--- src/rtl/sqvt_pkg.sv ---
// ----------------------------------------------------------------------------
// Sprite quad vertex transform package
// Shared types and constants, and the sine table used by the front.
// ----------------------------------------------------------------------------
package sqvt_pkg;

    // one turn has SINE_DEPTH phase steps; power of two from 256 to 4096
    localparam int SINE_DEPTH = 1024;
    localparam int IDX_W      = $clog2(SINE_DEPTH);

    localparam int DEG_TURN   = 46080;
    localparam int DEG_HALF   = 23040;

    // angle to phase index: n = (rot + 46080) * D + 23040, k = (n / 46080) mod D
    localparam int NUM_W      = 17 + IDX_W + 1;
    localparam int RECIP_SH   = NUM_W + 15;
    localparam longint unsigned RECIP_M = (64'd1 << RECIP_SH) / DEG_TURN;
    localparam int RECIP_W    = NUM_W;
    localparam int QUO_W      = IDX_W + 1;

    localparam int QDEPTH     = 8;
    localparam int QPTR_W     = $clog2(QDEPTH);
    localparam int QCNT_W     = $clog2(QDEPTH + 1);
    localparam int ODEPTH     = 8;
    localparam int OPTR_W     = $clog2(ODEPTH);
    localparam int OCNT_W     = $clog2(ODEPTH + 1);

    localparam logic [7:0] REG_CAMERA_X = 8'd0;
    localparam logic [7:0] REG_CAMERA_Y = 8'd1;
    localparam logic [7:0] REG_X_SCALE  = 8'd2;
    localparam logic [7:0] REG_Y_SCALE  = 8'd3;

    localparam logic [31:0] X_SCALE_RST = 32'd12884902;
    localparam logic [31:0] Y_SCALE_RST = 32'd21474836;

    localparam logic [1:0] KIND_RECT   = 2'd0;
    localparam logic [1:0] KIND_CIRCLE = 2'd1;
    localparam logic [1:0] KIND_TEXT   = 2'd2;

    localparam logic [1:0] CORNER_TL = 2'd0;
    localparam logic [1:0] CORNER_TR = 2'd1;
    localparam logic [1:0] CORNER_BR = 2'd2;
    localparam logic [1:0] CORNER_BL = 2'd3;

    localparam logic LAYER_FLOOR = 1'b0;

    typedef struct packed {
        logic signed [31:0] centre_x;
        logic signed [31:0] centre_y;
        logic [30:0]        width;
        logic [30:0]        height;
        logic signed [15:0] rotation_deg;
        logic [1:0]         draw_kind;
        logic               layer;
    } t_sprite;

    typedef struct packed {
        logic signed [31:0] vertex_x;
        logic signed [31:0] vertex_y;
        logic               depth;
        logic [1:0]         texture_slot;
        logic [1:0]         corner;
        logic               last_vertex;
    } t_vertex;

    typedef struct packed {
        logic signed [31:0] camera_x;
        logic signed [31:0] camera_y;
        logic [31:0]        x_scale;
        logic [31:0]        y_scale;
    } t_cfg;

    // rotated half-size products, ready for the per-corner sums
    typedef struct packed {
        logic signed [31:0] cx;
        logic signed [31:0] cy;
        logic signed [47:0] cw;
        logic signed [47:0] sh;
        logic signed [47:0] ch;
        logic signed [47:0] sw;
        logic               depth;
        logic [1:0]         slot;
    } t_work;

    typedef logic signed [15:0] t_sine_rom [SINE_DEPTH];

    function automatic logic signed [15:0] f_sin_q15(input logic [31:0] phase);
        logic [1:0]  quad;
        logic [63:0] z;
        logic [63:0] z2;
        logic [63:0] acc;
        logic [63:0] q;
        quad = phase[31:30];
        z    = {34'd0, phase[29:0]};
        if (quad[0]) begin
            z = 64'd1073741824 - z;
        end
        z2  = (z * z) >> 30;
        acc = 64'd5026994 - ((64'd172272 * z2) >> 30);
        acc = 64'd85569306 - ((acc * z2) >> 30);
        acc = 64'd693598668 - ((acc * z2) >> 30);
        acc = 64'd1686629713 - ((acc * z2) >> 30);
        acc = (acc * z) >> 30;
        q   = (acc + 64'd16384) >> 15;
        if (q > 64'd32767) begin
            q = 64'd32767;
        end
        return quad[1] ? -$signed(q[15:0]) : $signed(q[15:0]);
    endfunction

    function automatic t_sine_rom f_build_rom();
        t_sine_rom   rom;
        logic [31:0] ph;
        for (int k = 0; k < SINE_DEPTH; k++) begin
            ph     = 32'(k) << (32 - IDX_W);
            rom[k] = f_sin_q15(ph);
        end
        return rom;
    endfunction

    localparam t_sine_rom SINE_ROM = f_build_rom();

endpackage

--- src/rtl/sqvt_queue.sv ---
// ----------------------------------------------------------------------------
// Work queue
// Short FIFO of prepared sprites between the front and the back.
// ----------------------------------------------------------------------------
module sqvt_queue
    import sqvt_pkg::*;
(
    input  logic  i_clk,
    input  logic  i_rst_n,
    input  logic  i_push,
    input  t_work i_data,
    input  logic  i_pop,
    output t_work o_data,
    output logic  o_empty,
    output logic  o_full
);

    t_work             r_mem [QDEPTH];
    logic [QPTR_W-1:0] r_wr;
    logic [QPTR_W-1:0] r_rd;
    logic [QCNT_W-1:0] r_cnt;

    always_ff @(posedge i_clk) begin
        if (!i_rst_n) begin
            r_wr  <= '0;
            r_rd  <= '0;
            r_cnt <= '0;
        end else begin
            if (i_push) begin
                r_wr <= r_wr + 1'b1;
            end
            if (i_pop) begin
                r_rd <= r_rd + 1'b1;
            end
            r_cnt <= r_cnt + QCNT_W'(i_push) - QCNT_W'(i_pop);
        end
    end

    always_ff @(posedge i_clk) begin
        if (i_push) begin
            r_mem[r_wr] <= i_data;
        end
    end

    assign o_data  = r_mem[r_rd];
    assign o_empty = (r_cnt == '0);
    assign o_full  = (r_cnt == QCNT_W'(QDEPTH));

endmodule

--- config.mk ---
export PLATFORM = sky130hd
export DESIGN_NAME = sqvt_queue
export DESIGN_NICKNAME = d
export VERILOG_FILES = /design/src/rtl/sqvt_pkg.sv /design/src/rtl/sqvt_queue.sv
export SDC_FILE = /design/constraint.sdc
export NUM_CORES = 1
export LEC_CHECK = 0
export BUFFER_PORTS_ARGS = -buffer_cell sky130_fd_sc_hd__buf_2
export CAP_MARGIN = 20
export CORE_ASPECT_RATIO = 2
export CORE_MARGIN = 2
export CORE_UTILIZATION = 40
export DETAILED_ROUTE_END_ITERATION = 12
export SLEW_MARGIN = 10
export SYNTH_ARGS = -nofsm -noshare
export SYNTH_HDL_FRONTEND = slang
export SYNTH_SLANG_ARGS = --single-unit
--- constraint.sdc ---
create_clock -name i_clk -period 19.8 [get_ports i_clk]
set_input_delay 1.98 -clock i_clk [delete_from_list [all_inputs] [get_ports i_clk]]
set_output_delay 1.98 -clock i_clk [all_outputs]
set_load 0.02 [all_outputs]
After elaboration in Yosys (flattened, before gate mapping)
Memory sizes are Yosys's and may differ from the RTL's. A register that Yosys moved wholly into a read port is not among the register bits.
Cells that the tools add are included.
{"block": "totals", "register_bits": 10, "ramBits": 2072, "inputBits": 263, "memories": 1}
{"block": "classes", "n_addsub": 4, "n_eq_ne": 1, "n_mux": 4, "reduce_logical": 1}
{"name": "r_mem", "depth": 8, "word_bits": 259, "read_ports": 1, "rd_ports_with_merged_regs": 1, "write_ports": 1, "line": "sqvt_queue.sv:18", "rtl": "t_work r_mem [QDEPTH];"}
{"operator": "adder 3 x 1 -> 3 bit, second input constant", "n": 2}
{"operator": "two-way mux 3 bit", "n": 2}
{"operator": "adder 4 x 1 -> 4 bit", "n": 1}
{"operator": "== test 4 bit, second input constant", "n": 1}
{"operator": "logical NOT 4 bit", "n": 1}
{"operator": "subtractor 4 x 1 -> 4 bit", "n": 1}
{"operator": "two-way mux 1 bit", "n": 2}

Depth between registers and ports, before layout
Gate-level depths: netlist of run 1.
{"block": "logic_depth", "word_depth": 3, "mapped_depth": 8, "mapped_depth_nobuf": 8}

Least setup slack after synthesis of run 1
Ideal clock, no wire load.
{"block": "synth_timing", "path_type": "input to register", "startpoint": "input i_push", "endpoint": "memory r_mem[0][0] (netlist name), enable pin", "arrival_ns": 19.492, "t_required_ns": 18.603, "setup_slack_ns": -0.889, "cell_stages": 2, "path_buffers": 0, "cell_sequence": "nand2b_1 nor3_1"}
{"block": "synth_between", "elab_chain_len": 2}
{"element": "start, declared", "line": "sqvt_queue.sv:10", "rtl": "input logic i_push,"}
{"element": "two-way mux 1 bit", "line": "sqvt_queue.sv:40", "rtl": "if (i_push) begin"}
{"element": "two-way mux 1 bit (not written as such)", "line": "sqvt_queue.sv:41", "rtl": "r_mem[r_wr] <= i_data;"}
{"element": "end, declared", "line": "sqvt_queue.sv:18"}
Every way passes these cells.

==> run_results.csv, run 1 <==
group,metric,value,unit
cts,insertion_delay,0.82,ns
layout,multi_input_area,0.0150,mm^2
place,gp_congestion,0.720,
power,power.density,104,mW/mm^2
layout,regArea,0.0625,mm^2
setup_path,worstPathRequired,17.82,ns
cts,cts_tree,"built",
route,via_count,33900,
floorplan,die_h,629,um
place,hpwl,93300,um
timing,rsz0062_at_grt,"false",
route,drc,0,
synth,seq_area_frac_synth,80.0,%
synth,syn_area,0.0781,mm^2
setup_path,critPathLaunchType,"register",
route,viasPerCell,5.31,
cts,post_cts_buffers,0,
min_path,worstHoldStart,"r_rd[1]",
synth,synth.ff_latch_count,2085,
global_route,grtUsageTotal,16.9,%
layout,area_delta_synth_final,14.8,%
global_route,use_met1,20.4,%
timing,fmax,0.141,GHz
floorplan,fp-row-count,229,
global_route,grt_max_degree,144,
cts,cts_hold_buffers,0,
power,p_leak,28.0,nW
route,wirelength,169000,um
cts,clockRootBuffer,"clkbuf_16",
global_route,grt_most_used_layer,"met2",
cts,cts.sinks,2085,
synth,syn_inst,3063,
timing,worst_pin_slew,1.11,ns
timing,final_hold_viol_count,0,
floorplan,die-area,0.199,mm^2
run_status,status,"finished clean",
synth,avgSynthCellArea,25.5,um^2
power,ir_drop,0.0000998,V
place,numPortBuffers,523,
place,pre_cts_ws,13.24,ns
synth,synth_edf_count,2072,
floorplan,io_pins,524,
cts,htree_num_levels,4,
cts,clk_pin_slew,0.06,ns
timing,min_period_over_period,35.9,%
global_route,gr-usage-met3,4.86,%
floorplan,die_x,316,um
route,drt_pass1_iterations,5,
setup_path,r2r-start,"r_wr[0]",
timing,slew_headroom,25.7,%
cts,cts_made_buffers,185,
layout,nFillCells,16000,
timing,final.setup.tns,0,ns
setup_path,critPathMaxFanout,86,
synth,syn_nets,3335,
timing,timing.final.ws_setup,12.70,ns
timing,min_period,7.10,ns
synth,ys_types,24,
cts,clock_path_buffers,4,
route,drtIter0Drc,2148,
timing,finalSetupViolCount,0,
global_route,gr-usage-met2,29.4,%
layout,fin_util,46.2,%
route,wire_per_inst,26.5,um
cts,cts_resized,0,
setup_path,crit_path_end_kind,"output port",
global_route,gr-total-overflow,0,
min_path,hp-class,"reg -> reg",
global_route,grt_pass1_vias,36800,
setup_path,cp.arrival,5.12,ns
synth,synth_top_area_share,79.7,%
layout,final_nets,3958,
floorplan,initial_utilization,40.2,%
timing,final_max_slew_viol_count,0,
setup_path,path_class,"reg -> out",
timing,skew,0.0319,ns
layout,drive_above_1_share,42.4,%
run,cap_violations,0,
floorplan,coreArea,0.194,mm^2
global_route,grt_pass1_wl,247000,um
synth,synthFlopType,"edfxtp_1",
synth,synthTopCellsByArea,"edfxtp_1 80%, mux4_2 15%, mux2_2 3.7%",
synth,ys_async_sr_fraction,0,%
global_route,antenna_found_initial,59,
synth,yosysTopAreaCell,"edfxtp_1",
route,postRouteAntennaNets,0,
synth,synth_warnings,0,
[per-stage QoR]
step                      instances  cell area, um^2  total power, mW  hold slack (ns)
after floorplan                3063            78100             5.65            0.512
after global placement         6040            83900             5.93            0.530
after detailed placement       6040            83900             5.94            0.525
after CTS                      6360            89600             9.43            0.542
after global routing           6373            89700             9.62            0.599
final                          6381            89700             9.30            0.536
[synth_stat cells (5+ instances only)]
library cell	instances
inv_1	7
ha_1	8
buf_2	67
dfxtp_1	13
edfxtp_1	2072
nor2_1	6
and2_1	7
mux4_2	518
buf_1	11
nand2_1	5
clkbuf_1	63
mux2_2	259
[cell type report]
class	instances	area share, %
inverters	7	0.0293
clock buffers	220	5.36
multi-input cells	825	16.7
clock inverters	100	1.05
well taps	2541	3.54
diodes	21	0.0586
flip-flops and latches	2085	69.7
repair buffers	582	3.55
[cells by family after synthesis]
kind of cell | synth area share, %
fa+ha+maj | 0.154
simple gates | 0.194
compound gates | 0.0160
xor+xnor | 0.0561
flops | 80.0
buf+inv | 0.883
mux | 18.7
[power breakdown]
part,leakage [nW],switching (mW),internal (mW)
Sequential,18.9,0.0341,4.97
Clock,2.80,1.52,1.95
Combinational,6.22,0.478,0.341
Total,28.0,2.04,7.26
[worst max-delay path, cell delays in order, from the launching register on]
cell and delay [ns]:
dfxtp_4 0.97, buf_4 0.70, buf_4 0.76, buf_12 0.64, mux4_2 0.58, mux2_2 0.31
buf_2 0.17
[routing by layer]
layer	routed length [um]	part of all wire, %
met5	356	0.21
met4	4310	2.5
met3	11800	7.0
met2	87500	52
met1	65300	39
[path summary, 6_finish.rpt]
check,end,slack [ns],cells after the start
worst max-delay path,o_data[161],12.70,6
worst min-delay path,register,0.54,2
worst max register to register,r_mem[1][183],16.06,5
worst min register to register,register,0.54,2
[layout by cell type, fill, tap and decap left out, types with 17 or more instances in the layout]
cell and n:
bufinv_16 17, clkinv_2 30, clkinv_1 39, mux4_2 518
edfxtp_1 2072, diode_2 21, buf_2 523, mux2_2 259
buf_4 49, clkbuf_16 187, clkbuf_1 33
[flip-flops by register name, summed over array words and instances, names as in the netlist, named ones only]
signal and cells:
r_cnt 4, r_mem 2072, r_rd 3, r_wr 3
Power figures use the tool's default switching activity.
==> inputs of run 2 (changes only) <==
==> constraint.sdc (replaced) <==
create_clock -name i_clk -period 5.8 [get_ports i_clk]
set_input_delay 0.58 -clock i_clk [delete_from_list [all_inputs] [get_ports i_clk]]
set_output_delay 0.58 -clock i_clk [all_outputs]
set_load 0.02 [all_outputs]
==> run 2 against run 1 <==
Global-route usage grew 0.095 points. Count of clock-buffer cells in the layout is 1 higher. Combinational power grew to 3.6 times the previous value. Via count is 3.1% higher. First-iteration DRC count rose by 0.84%. Worst setup slack lost 11 ns. Sequential share of layout area down 2.2 points. Worst hold slack got worse by 0.44 ns. Wire length grew 0.85%. Register-to-register slack got worse by 13 ns. Cell count rose by 4.0%. Sequential cell count unchanged. Largest cell class unchanged.
==> run_results.csv, run 2 (same netlist as run 1, synthesis figures left out) <==
group,metric,value,unit
setup_path,cp.arrival,3.50,ns
route,viasPerCell,5.27,
floorplan,die_h,629,um
floorplan,io_pins,524,
timing,rsz0062_at_grt,"false",
cts,cts_made_buffers,185,
place,numPortBuffers,523,
place,hpwl,93500,um
layout,layout_common_cells,"2072 x edfxtp_1, 523 x buf_2, 518 x mux4_2",
timing,final_hold_viol_count,0,
global_route,grtUsageTotal,17.0,%
min_path,hp-class,"in -> reg",
layout,final_nets,4214,
cts,cts.sinks,2085,
setup_path,crit_path_end_kind,"output port",
floorplan,die_x,316,um
floorplan,die-area,0.199,mm^2
layout,area_delta_synth_final,18.5,%
cts,insertion_delay,0.81,ns
timing,worst_pin_slew,1.05,ns
setup_path,critPathMaxFanout,65,
timing,min_period_over_period,70.3,%
global_route,grt_max_degree,124,
layout,largest_register_ffs,2072,
power,intPower,24.9,mW
setup_path,worstPathRequired,5.22,ns
floorplan,coreArea,0.194,mm^2
power,p_sw,7.06,mW
cts,clock_path_buffers,4,
cts,clockRootBuffer,"clkbuf_16",
place,gp_congestion,0.725,
floorplan,fp-row-count,229,
power,ir_drop,0.000310,V
power,p_leak,29.2,nW
cts,htree_num_levels,4,
cts,cts_tree,"built",
layout,layout_commonest_cell,"edfxtp_1",
timing,final_max_slew_viol_count,0,
setup_path,critPathLaunchType,"register",
route,drt_pass1_iterations,5,
layout,regArea,0.0625,mm^2
run_status,status,"finished clean",
layout,final_cells,6636,
global_route,gr-total-overflow,0,
cts,clk_pin_slew,0.07,ns
global_route,grt_pass1_vias,38300,
layout,design_area,0.0926,mm^2
layout,reg.largest.list,"r_mem x2072, r_cnt x4",
global_route,grt_pass1_wl,251000,um
power,pwr-share-clk,37.2,%
power,power.density,345,mW/mm^2
route,via_count,35000,
global_route,antenna_found_initial,28,
layout,regMostFlops,"r_mem",
route,drc,0,
timing,skew,0.0526,ns
place,postPlaceCellArea,0.0844,mm^2
floorplan,initial_utilization,40.2,%
place,placed_cells,6057,
layout,nFillCells,15800,
timing,timing.final.ws_setup,1.72,ns
run,cap_violations,0,
place,pre_cts_ws,2.35,ns
timing,finalSetupViolCount,0,
power,swShare,22.1,%
timing,final.setup.tns,0,ns
route,postRouteAntennaNets,0,
setup_path,path_class,"reg -> out",
route,wire_per_inst,25.7,um
timing,fmax,0.245,GHz
route,drtIter0Drc,2166,
timing,min_period,4.08,ns
power,comb_power_share,9.3,%
route,wirelength,171000,um
power,sequentialPowerShare,53.5,%
layout,drive_above_1_share,40.5,%
timing,slew_headroom,29.8,%
layout,multi_input_area,0.0150,mm^2
[run 2: changes by cell type in the layout (fill, tap and decap cells not counted), sizes merged, moves of 4 or more]
cell	before	now
dlygate4sd3	0	239
buf	582	599
inv	10	15
diode	21	17
[run 2: power groups by stage]
stage | Clock (mW) | Combinational [mW] | Sequential (mW)
floorplan | 0 | 1.81 | 17.4
global placement | 0 | 2.88 | 17.4
detailed placement | 0 | 2.91 | 17.4
CTS | 12.3 | 3.07 | 17.1
global route | 12.7 | 3.21 | 17.1
finish | 11.9 | 2.97 | 17.1
[run 2: per-layer routing]
metal | vias to the layer above | track usage [%] | part of all wire, % | wire (um)
met3 | 252 | 3.73 | 5.7 | 9750
met5 | - | 0 | 0.093 | 159
li1 | 14900 | - | - | -
met1 | 18900 | 20.6 | 39 | 66800
met4 | 26 | 4.88 | 2.5 | 4230
met2 | 864 | 30.4 | 53 | 89800
[run 2: area by class of cell]
cell class                 instances  share of cell area [%]
clock inverter                   102                    1.04
tap                             2541                    3.43
timing repair buffer             838                    6.55
inverter                           7                  0.0284
antenna                           17                  0.0459
sequential                      2085                    67.5
clock buffer                     221                    5.17
multi-input combinational        825                    16.2
[run 2: final timing paths]
kind                                  start            end  slack [ns]  cells after the start
worst max-delay path               register    o_data[147]        1.72                      4
worst min register to register      r_rd[1]       register        0.56                      2
worst max register to register      r_wr[0]   r_mem[1][25]        3.11                      4
worst min-delay path            i_data[102]  r_mem[7][102]         0.1                      1
[run 2: metrics by stage]
step | util, % | total power [mW] | hold slack [ns]
2_1_floorplan | - | 19.2 | 0.512
3_3_place_gp | 43.4 | 20.3 | 0.526
3_5_place_dp | 43.4 | 20.3 | 0.543
4_1_cts | 47.6 | 32.4 | 0.00176
5_1_grt | 47.7 | 33.1 | 0.0400
6_report | 47.7 | 31.9 | 0.0957
[run 2: timing repair]
item / 4_1_cts / 5_1_grt
buffers inserted: 0 / 0
hold endpoints to repair: 1828 / 0
hold buffers: 239 / 0
resized for setup: 0 / 0
[run 2: critical path, stage by stage, from the launching register on]
cell	delay, ns
dfxtp_4	1.02
buf_12	0.53
mux4_2	0.58
mux2_2	0.30
buf_2	0.17
==> inputs of run 3 (changes only) <==
==> constraint.sdc (replaced) <==
create_clock -name i_clk -period 4.1 [get_ports i_clk]
set_input_delay 0.41 -clock i_clk [delete_from_list [all_inputs] [get_ports i_clk]]
set_output_delay 0.41 -clock i_clk [all_outputs]
set_load 0.02 [all_outputs]
==> run 3 against run 2 <==
Highest routed layer unchanged. Wire length grew 0.27%. Die area is the same. First-iteration DRC count grew 4.2%. Non-clock buffer count grew 48. Sequential power grew 41%. Largest cell class unchanged. Worst setup slack lost 1.1 ns. Largest power group unchanged. Worst hold slack gained 0.30 ns. Global-route usage grew 0.12 points. Via count is essentially flat. Cell area grew 0.61%. Clock power grew 41%.
==> run_results.csv, run 3 (same netlist as run 1, synthesis figures left out) <==
group,metric,value,unit
timing,finalSetupViolCount,0,
power,p_sw,10.0,mW
floorplan,die-area,0.199,mm^2
layout,nFillCells,15800,
layout,regArea,0.0625,mm^2
setup_path,path_cells,"buf_12, buf_12, mux4_2, mux2_2, buf_2",
cts,cts_tree,"built",
global_route,grtUsageTotal,17.2,%
cts,cts_hold_buffers,262,
timing,final.setup.tns,0,ns
route,drc,0,
timing,min_period,3.50,ns
route,wl_met1,64300,um
setup_path,r2r-start,"r_wr[2]",
layout,regMostFlops,"r_mem",
cts,clockRootBuffer,"clkbuf_16",
timing,fmax,0.286,GHz
cts,clk_pin_slew,0.08,ns
power,pwr-share-clk,37.2,%
setup_path,path_class,"reg -> out",
floorplan,initial_utilization,40.2,%
setup_path,critPathMaxFanout,48,
layout,layout_commonest_cell,"edfxtp_1",
setup_path,critPathSlowestCell,"mux4_2",
power,comb_power_share,9.5,%
global_route,antenna_found_initial,16,
cts,cts.sinks,2085,
floorplan,coreArea,0.194,mm^2
route,wire_per_inst,25.6,um
timing,worst_pin_slew,0.867,ns
layout,layout_common_cells,"2072 x edfxtp_1, 523 x buf_2, 518 x mux4_2",
min_path,hp-class,"in -> reg",
floorplan,die_h,629,um
setup_path,crit_path_end_kind,"output port",
power,power.density,486,mW/mm^2
cts,insertion_delay,0.80,ns
power,intPower,35.2,mW
cts,cts_made_buffers,186,
layout,drive_above_1_share,40.7,%
place,hpwl,98900,um
global_route,grt_pass1_vias,38600,
route,highest_layer,"met5",
timing,min_period_over_period,85.3,%
cts,htree_num_levels,4,
layout,multi_input_area,0.0150,mm^2
route,postRouteAntennaNets,0,
timing,final_hold_viol_count,0,
layout,area_delta_synth_final,19.3,%
cts,post_cts_buffers,0,
layout,largest_register_ffs,2072,
place,gp_congestion,0.726,
min_path,worstHoldStart,"i_data[48]",
setup_path,cp.arrival,3.09,ns
layout,final_nets,4263,
layout,design_area,0.0931,mm^2
floorplan,fp-row-count,229,
global_route,grt_pass1_wl,253000,um
global_route,grt_max_degree,99,
place,numPortBuffers,523,
global_route,gr-total-overflow,0,
timing,rsz0062_at_grt,"false",
power,sequentialPowerShare,53.3,%
place,postPlaceCellArea,0.0847,mm^2
setup_path,worstPathRequired,3.69,ns
route,via_count,34900,
setup_path,critPathLaunchType,"register",
power,swShare,22.1,%
route,viasPerCell,5.23,
setup_path,path_common_cell,"buf_12",
route,wirelength,171000,um
cts,cts_resized,0,
setup_path,r2r_cells,4,
timing,slew_headroom,42.2,%
setup_path,slowest_delay,0.54,ns
layout,reg.largest.list,"r_mem x2072, r_cnt x4",
power,p_leak,29.4,nW
timing,final_max_slew_viol_count,0,
layout,final_cells,6678,
route,wl_met3,9850,um
min_path,hold_depth,2,
timing,skew,0.0564,ns
floorplan,io_pins,524,
run,cap_violations,0,
run_status,status,"finished clean",
power,ir_drop,0.000452,V
timing,holdWs,0.400,ns
cts,clock_path_buffers,4,
route,wl_met2,92800,um
route,drt_pass1_iterations,5,
place,placed_cells,6082,
floorplan,die_x,316,um
layout,fin_util,47.9,%
route,drtIter0Drc,2256,
==> run 3: cell count changes in the layout (fill, tap and decap cells not counted), moves of 6 or more <==
cell | before | now
diode_2 | 17 | 9
clkinv_1 | 24 | 33
buf_12 | 39 | 45
clkbuf_1 | 35 | 29
dlygate4sd3_1 | 239 | 262
clkinvlp_4 | 6 | 13
clkinv_2 | 41 | 29
buf_4 | 37 | 56
==> run 3: final cells by class <==
class,count,area share (%)
clock inverter,105,1.04
clock buffer,220,5.21
inverter,7,0.0282
sequential,2085,67.1
tap,2541,3.41
multi-input combinational,825,16.1
timing repair buffer,886,7.04
antenna,9,0.0242
==> run 3: power groups by stage <==
stage               sequential (mW)  clock, mW  combinational (mW)
global placement               24.6          0                4.15
global route                   24.2       18.0                4.63
detailed placement             24.6          0                4.18
CTS                            24.1       17.3                4.43
floorplan                      24.6          0                2.56
finish                         24.1       16.8                4.29
==> run 3: worst paths after layout <==
kind	to	slack, ns
setup / recovery	o_data[21]	0.60
hold / removal	r_mem[1][48]	0.40
setup reg to reg	r_mem[4][160]	1.95
hold reg to reg	register	0.59
==> run 3: critical path, delay by kind of cell, from the launching register on <==
family	cells	cell delay (ns)
flops	1	0.51
buf+inv	3	0.83
mux	2	0.84
==> run 3: routing by layer <==
layer,global-route usage (%),up-vias
met1,19.9,18800
met4,4.69,14
met2,31.5,821
met5,0,-
met3,3.89,255
li1,-,15100
==> run 3: metrics by stage <==
stage          power [mW]  setup slack (ns)
6_report             45.3             0.602
5_1_grt              46.8             0.356
4_1_cts              45.9             0.404
3_5_place_dp         28.8              1.35
3_3_place_gp         28.7              1.37
2_1_floorplan        27.2             -3.04
